<file path="src/hw/rtl/rsp_pkg.sv">
// ----------------------------------------------------------------------------
// rsp_pkg
// shared types, constants and arithmetic helpers of the rmsprop update block
// ----------------------------------------------------------------------------
package rsp_pkg;

  localparam int unsigned ELEMENTS_DEF = 4096;
  localparam int unsigned IDX_W        = 12;
  localparam int unsigned DATA_W       = 32;
  localparam int unsigned CFG_W        = 16;
  localparam int unsigned CFG_IDX_W    = 3;

  localparam logic [CFG_W-1:0] LR_RST    = 16'd655;
  localparam logic [CFG_W-1:0] ALPHA_RST = 16'd64880;
  localparam logic [CFG_W-1:0] EPS_RST   = 16'd1;
  localparam logic [CFG_W-1:0] WD_RST    = 16'd0;
  localparam logic [CFG_W-1:0] MOM_RST   = 16'd0;

  typedef enum logic [CFG_IDX_W-1:0] {
    REG_LEARN_RATE   = 3'd0,
    REG_DECAY_ALPHA  = 3'd1,
    REG_EPSILON      = 3'd2,
    REG_WD_FACTOR    = 3'd3,
    REG_MOMENTUM     = 3'd4
  } cfg_reg_t;

  typedef struct packed {
    logic [CFG_W-1:0] learn_rate;
    logic [CFG_W-1:0] decay_alpha;
    logic [CFG_W-1:0] epsilon;
    logic [CFG_W-1:0] wd_factor;
    logic [CFG_W-1:0] momentum_factor;
  } cfg_t;

  typedef struct packed {
    logic signed [DATA_W-1:0] grad;
    logic signed [DATA_W-1:0] param;
  } item_t;

  // payload that rides along the back pipeline
  typedef struct packed {
    logic signed [DATA_W-1:0] param;
    logic                     neg;
    logic [DATA_W-1:0]        mag;
    logic signed [32:0]       mom_term;
  } pl_t;

  typedef struct packed {
    logic [47:0] rad;
    logic [25:0] rem;
    logic [23:0] root;
  } sq_t;

  typedef struct packed {
    logic [30:0] num;
    logic [24:0] rem;
    logic [24:0] den;
    logic [30:0] q;
    logic        ovf;
  } dv_t;

  function automatic logic signed [31:0] sat34(input logic signed [33:0] v);
    if (v[33:31] != {3{v[33]}}) begin
      return v[33] ? 32'sh8000_0000 : 32'sh7FFF_FFFF;
    end
    return v[31:0];
  endfunction

  // one result bit of the integer square root
  function automatic sq_t sqrt_step(input sq_t s);
    sq_t        n;
    logic [27:0] r2;
    logic [27:0] tr;
    r2 = {s.rem, s.rad[47:46]};
    tr = {2'b00, s.root, 2'b01};
    n.rad = {s.rad[45:0], 2'b00};
    if (r2 >= tr) begin
      n.rem  = 26'(r2 - tr);
      n.root = {s.root[22:0], 1'b1};
    end else begin
      n.rem  = r2[25:0];
      n.root = {s.root[22:0], 1'b0};
    end
    return n;
  endfunction

  // one quotient bit of the restoring divider
  function automatic dv_t div_step(input dv_t d);
    dv_t        n;
    logic [25:0] r2;
    r2 = {d.rem, d.num[30]};
    n = d;
    n.num = {d.num[29:0], 1'b0};
    if (r2 >= {1'b0, d.den}) begin
      n.rem = 25'(r2 - {1'b0, d.den});
      n.q   = {d.q[29:0], 1'b1};
    end else begin
      n.rem = r2[24:0];
      n.q   = {d.q[29:0], 1'b0};
    end
    return n;
  endfunction

endpackage

</file>
<file path="src/hw/rtl/rsp_front.sv">
// ----------------------------------------------------------------------------
// rsp_front
// input acceptance, index wrap, issue queue and post-reset clearing sweep
// ----------------------------------------------------------------------------
module rsp_front #(
  parameter int unsigned ELEMENTS = 4096,
  parameter int unsigned AW       = 12
) (
  input  logic                             clk,
  input  logic                             rst,
  input  logic                             in_valid,
  output logic                             in_ready,
  input  logic [rsp_pkg::IDX_W-1:0]        elem_index,
  input  logic signed [rsp_pkg::DATA_W-1:0] gradient,
  input  logic signed [rsp_pkg::DATA_W-1:0] param_value,
  output logic                             iss_valid,
  input  logic                             iss_ready,
  output logic [AW-1:0]                    iss_idx,
  output rsp_pkg::item_t                   iss_item,
  output logic                             clr_en,
  output logic [AW-1:0]                    clr_addr
);
  import rsp_pkg::*;

  localparam logic [AW:0] CNT_END = (AW+1)'(ELEMENTS);

  function automatic logic [AW-1:0] wrap_idx(input logic [IDX_W-1:0] v);
    logic [IDX_W-1:0] r;
    r = v;
    for (int k = IDX_W - 1; k >= 0; k--) begin
      if ((longint'(ELEMENTS) << k) <= longint'(r)) begin
        r = r - IDX_W'(longint'(ELEMENTS) << k);
      end
    end
    return AW'(r);
  endfunction

  logic [AW:0]   clr_cnt;
  item_t         qi [0:1];
  logic [AW-1:0] qx [0:1];
  logic          wp;
  logic          rp;
  logic [1:0]    cnt;
  logic [1:0]    cnt_next;
  logic          push;
  logic          pop;

  assign clr_en   = (clr_cnt != CNT_END);
  assign clr_addr = clr_cnt[AW-1:0];

  assign in_ready  = !clr_en && (cnt != 2'd2);
  assign push      = in_valid && in_ready;
  assign iss_valid = (cnt != 2'd0);
  assign pop       = iss_valid && iss_ready;
  assign iss_idx   = qx[rp];
  assign iss_item  = qi[rp];
  assign cnt_next  = cnt + {1'b0, push} - {1'b0, pop};

  always_ff @(posedge clk) begin
    if (rst) begin
      clr_cnt <= '0;
      wp      <= 1'b0;
      rp      <= 1'b0;
      cnt     <= '0;
    end else begin
      if (clr_en) begin
        clr_cnt <= clr_cnt + 1'b1;
      end
      if (push) begin
        wp <= ~wp;
      end
      if (pop) begin
        rp <= ~rp;
      end
      cnt <= cnt_next;
    end
  end

  always_ff @(posedge clk) begin
    if (push) begin
      qx[wp] <= wrap_idx(elem_index);
      qi[wp] <= '{grad: gradient, param: param_value};
    end
  end

endmodule

</file>
<file path="config.mk">
export PLATFORM = sky130hd
export DESIGN_NAME = rsp_front
export DESIGN_NICKNAME = d
export VERILOG_FILES = /design/src/hw/rtl/rsp_pkg.sv /design/src/hw/rtl/rsp_front.sv
export SDC_FILE = /design/constraint.sdc
export NUM_CORES = 1
export LEC_CHECK = 0
export BUFFER_PORTS_ARGS = -buffer_cell sky130_fd_sc_hd__buf_2
export CORE_MARGIN = 10
export CORE_UTILIZATION = 56
export DETAILED_ROUTE_END_ITERATION = 10
export HOLD_SLACK_MARGIN = 0.08
export PLACE_DENSITY = 0.8
export SETUP_SLACK_MARGIN = 0.4
export SLEW_MARGIN = 40
export SYNTH_ARGS = -nofsm -noshare
export SYNTH_HDL_FRONTEND = slang
export SYNTH_SLANG_ARGS = --single-unit
</file>
<file path="constraint.sdc">
create_clock -name clk -period 10.75 [get_ports clk]
set_input_delay 0 -clock clk [delete_from_list [all_inputs] [get_ports clk]]
set_output_delay 0 -clock clk [all_outputs]
set_load 0.01 [all_outputs]
</file>
# --- Word level (Yosys, flattened, before mapping) ---
# Memory sizes are Yosys's and may differ from the RTL's. A register that Yosys moved wholly into a read port is not among the register bits.
# Index checks and enable logic that the tools add are counted.
word_totals:
  regBits: 17
  out_inout_bits: 91
  ram_bits: 152
  elab_cells: 24
  mem_count: 2
  inputBits: 80
classes:
  reduce_logical: 5
  n_mux: 6
  eq_ne: 2
  bitwise: 2
  addsub: 3
mem_list:
  columns: ["name", "depth", "word_bits", "rd", "rd_clocked_by_memory_dff", "wr", "line_no", "source"]
  rows:
  - ["qi", 2, 64, 1, 1, 1, "rsp_front.sv:39", "item_t qi [0:1];"]
  - ["qx", 2, 12, 1, 1, 1, "rsp_front.sv:40", "logic [AW-1:0] qx [0:1];"]
ops:
  columns: ["op", "n"]
  rows:
  - ["$add 13x1->13 const B", 1]
  - ["$ne 13x13->1 const B", 1]
  - ["$mux 1", 6]
  - ["$logic_and 1x1->1", 3]
  - ["$add 2x1->2", 1]
  - ["$ne 2x2->1 const B", 1]
  - ["$not 1->1", 2]
  - ["$reduce_bool 2->1", 1]
  - ["$sub 2x1->2", 1]
  - ["$logic_not 1->1", 1]

# --- Depth between registers and ports, before layout ---
depth:
  word_depth: 6
  ltp_mapped: 11
  ltp_nobuf: 11

# --- Worst setup path before layout ---
# Ideal clock, no wire load.
synth_timing:
  path_type: "reg2reg"
  startpoint: "reg clr_cnt[0]"
  endpoint: "mem qi[1][0] (netlist name), enable pin"
  required_time_ns: 10.240
  n_path_buf: 0
  arrival_ns: 4.362
  period_less_slack_ns: 4.872
  setup_ns: 0.510
  path_slack_ns: 5.878
  path_stages_with_launch: 7
  path_cell_list: "dfxtp_1 -> inv_1 -> ha_1 -> nor4b_4 -> nand3_4 -> or2_1 -> nor2_1"
synth_via:
  elab_chain_cells: 6
synth_lines:
  columns: ["item", "line_no", "source"]
  rows:
  - ["from (decl)", "rsp_front.sv:38", "logic [AW:0] clr_cnt;"]
  - ["from (signal assigned)", "rsp_front.sv:67", "clr_cnt <= clr_cnt + 1'b1;"]
  - ["$ne 13x13->1", "rsp_front.sv:48", "assign clr_en = (clr_cnt != CNT_END);"]
  - ["named net clr_en", "rsp_front.sv:20", "output logic clr_en,"]
  - ["$logic_not 1->1", "rsp_front.sv:51", "assign in_ready = !clr_en && (cnt != 2'd2);"]
  - ["$logic_and 1x1->1", "rsp_front.sv:51", null]
  - ["$logic_and 1x1->1", "rsp_front.sv:52", "assign push = in_valid && in_ready;"]
  - ["$mux 1", "rsp_front.sv:80", "if (push) begin"]
  - ["$mux 1 (not written as such)", "rsp_front.sv:82", "qi[wp] <= '{grad: gradient, param: param_value};"]
  - ["to (decl)", "rsp_front.sv:39", null]
# The timed path passes the listed nets, and every way through them passes these cells.

# --- Worst setup path after layout ---
layout_timing:
  startpoint: "reg clr_cnt[0]"
  endpoint: "mem qi[0][31] (netlist name), enable pin"
layout_via:
  elab_chain_cells: 6
layout_lines:
  columns: ["item", "line_no"]
  rows:
  - ["$ne 13x13->1", "rsp_front.sv:48"]
  - ["$logic_not 1->1", "rsp_front.sv:51"]
  - ["$logic_and 1x1->1", "rsp_front.sv:51"]
  - ["$logic_and 1x1->1", "rsp_front.sv:52"]
  - ["$mux 1", "rsp_front.sv:80"]
  - ["$mux 1 (not written as such)", "rsp_front.sv:82"]
# Every way passes these cells.

==> metrics.txt <==
fraction of layout cells with a size suffix above 1=0.477; Clock Path Buffers=2; critical path endpoint category=flip-flop; R2R Setup Slk=8.26 ns; Syn Inst Count=340; initial core utilization=0.568; Final Hold Vio Count=0; Worst Min Path Start=param_value[19]; Worst EP arrival=2.54 ns; Root Driver=clkbuf_16; pwr dens=182 nW/um^2; sequential power share=0.464; CTS clk-pin slew, worst paths=0.06 ns; post-route ant nets=0; Initial DRC Count=261; Tmin final=2.49 ns; Die Ht=127 um; global-route wire length before repair=22.9 mm; die area=16,200 sq um; sum of negative setup slack=0 ns; Synth Cell Area=6420 sq um; Critical Path Start=clr_cnt[0]; Setup WS pre-CTS=8.30 ns; CTS Buf Count=17; worst-case reg-to-reg path depth=7; hpwl dp=9.28 mm; HP Class=in -> reg; fin. max-slew vios=0; H-tree levels=4; r2r startpoint=clr_cnt[0]; port buffer count=170; Worst R2R End=qi[0][31]; Logic pwr share=0.168; gp weighted congestion=0.805; syn avg cell area=18.9 sq um; Crit Path Class=reg -> reg; via-per-instance ratio=5.15; fin crit share=0.231; largest net degree at the start of global routing=77; Yosys warning count=0; vias=3,860; total congestion overflow=0; CP Max Fanout=76; routed len/inst=19.9 um; worst slew pin tran=0.728 ns; skew final=0.00997 ns; Nets=675; Top Ports=171; sw frac=0.235; Slew headroom=0.514; RSZ-0062 raised after global routing=false; Post-CTS Setup Bufs=0; status=complete, no violations; syn_nets=424; worst hold path depth=2; Max Cap Viol=0; final worst setup slack=8.26 ns; clk sinks=170; Syn-to-layout area delta=37.0%; initial antenna violation count=2; Core Box Area=11,300 sq um; Seq/Total Area, Yosys=0.767; Yosys reg bits=170; post-synthesis cell type count=30; final setup vio count=0; vias in the first global route=4,276; Hold Path End=qi[1][19]; drt pass-1 iters=4; Std-Cell Rows=39; Cell Int Power=1.22 mW; clock network power share=0.368; CTS tree=yes; Max IR drop VDD=0.122 mV; DRC violations left=0; Psw=376 uW; Total GRT Usage=0.182; Skew-Pair Late Insertion Delay=0.42 ns; drt total wl=14.9 mm; Chip Width=127 um; Pleak=3.32 nW; Startpoint Class=flip-flop; Layout Utilization=0.778; Data required, critical path=10.80 ns; fmax=402 MHz
[cells by family after synthesis]
family                   share of synthesized area
XOR/XNOR                                    0.0191
multiplexers                                 0.135
AO/OA/AOI/OAI                              0.00389
flip-flops                                   0.767
adder cells (fa/ha/maj)                    0.00779
AND/OR/NAND/NOR                             0.0432
buffers and inverters                       0.0247
[sequential cells by signal, indices dropped and copies added, names as in the netlist, named ones only]
signal   flops
clr_cnt     13
qi         128
qx          24
rp           1
wp           1
cnt          2
[repair_timing]
action / in CTS / in global routing
endpoints found under the hold margin: 170 / 0
hold buffers: 80 / 0
gates resized for setup: 0 / 0
[power by group through the flow]
stage	Combinational [mW]	Sequential [mW]	Clock (mW)
2_1_floorplan	0.155	0.743	0
3_3_place_gp	0.203	0.779	0
3_5_place_dp	0.243	0.757	0
4_1_cts	0.270	0.743	0.599
5_1_grt	0.288	0.744	0.630
6_report	0.268	0.743	0.590
[cell usage after synthesis (all sizes together)]
master / count / area (sq um)
nand4: 4 / 25.0
nand3b: 1 / 7.51
mux2: 76 / 856
nor2: 16 / 60.1
o21ai: 2 / 10.0
ha: 4 / 50.1
buf: 19 / 121
and2: 2 / 12.5
dfxtp: 18 / 360
xnor2: 4 / 35.0
nor4: 1 / 21.3
or3: 1 / 6.26
nand2: 2 / 7.51
inv: 7 / 26.3
a21oi: 3 / 15.0
clkbuf: 3 / 11.3
edfxtp: 152 / 4560
xor2: 10 / 87.6
nor2b: 1 / 6.26
and4: 3 / 27.5
or2: 2 / 12.5
nand2b: 1 / 6.26
nor4b: 2 / 47.6
nand3: 5 / 37.5
mux2i: 1 / 10.0
[worst max-delay path by stage]
| stage | end | slack (ns) | cells after the start |
|---|---|---|---|
| floorplan | qi[1][0] | 5.88 | 6 |
| global placement | qi[0][60] | 8.15 | 7 |
| detailed placement | qi[0][59] | 8.30 | 7 |
| CTS | qi[0][50] | 8.29 | 7 |
| global route | qi[0][33] | 8.12 | 7 |
| finish | qi[0][31] | 8.26 | 7 |
[worst max-delay path, stage by stage, from the launching register on]
cell and delay, ns:
dfxtp_1 0.37, inv_1 0.08, ha_1 0.15, nor4b_4 0.25, nand3_4 0.17, or3_1 0.43, clkinv_2 0.06, buf_6 0.55
[per-stage QoR]
step | power (mW) | cell area, sq um | hold WS [ns] | instances
3_3_place_gp | 0.982 | 7350 | 0.188 | 633
6_report | 1.60 | 8800 | 0.302 | 750
2_1_floorplan | 0.898 | 6420 | 0.0989 | 340
5_1_grt | 1.66 | 8800 | 0.295 | 749
3_5_place_dp | 1.00 | 7400 | 0.192 | 635
4_1_cts | 1.61 | 8790 | 0.282 | 747
[routing by layer]
metal  vias up  global-route usage  routed length (um)
li1       1790                   -                   -
met1      1892               0.200                5710
met2       156               0.309                7660
met3        22              0.0798                1270
met4         0              0.0656                 272
met5         -                   0                   0
[layout by cell type, fill, tap and decap left out, types with 3 or more instances in the layout]
cell           count
mux2_2            76
clkbuf_1           3
buf_2            170
nand3_1            4
ha_1               4
xor2_1            10
clkinvlp_4         3
diode_2            3
clkinv_2           3
nand4_1            4
clkbuf_16         20
a21oi_1            3
dfxtp_1           17
nor2_1            15
edfxtp_1         152
dlygate4sd3_1     80
xnor2_1            4
inv_1              6
[final cells by class]
| class | count | area (sq um) |
|---|---|---|
| sequential | 170 | 4930 |
| antenna | 3 | 7.51 |
| multi-input combinational | 141 | 1350 |
| clock inverter | 7 | 50.0 |
| inverter | 7 | 27.5 |
| clock buffer | 25 | 539 |
| fill | 632 | 2520 |
| timing repair buffer | 254 | 1720 |
| tap | 143 | 179 |
Power figures use the tool's default switching activity.
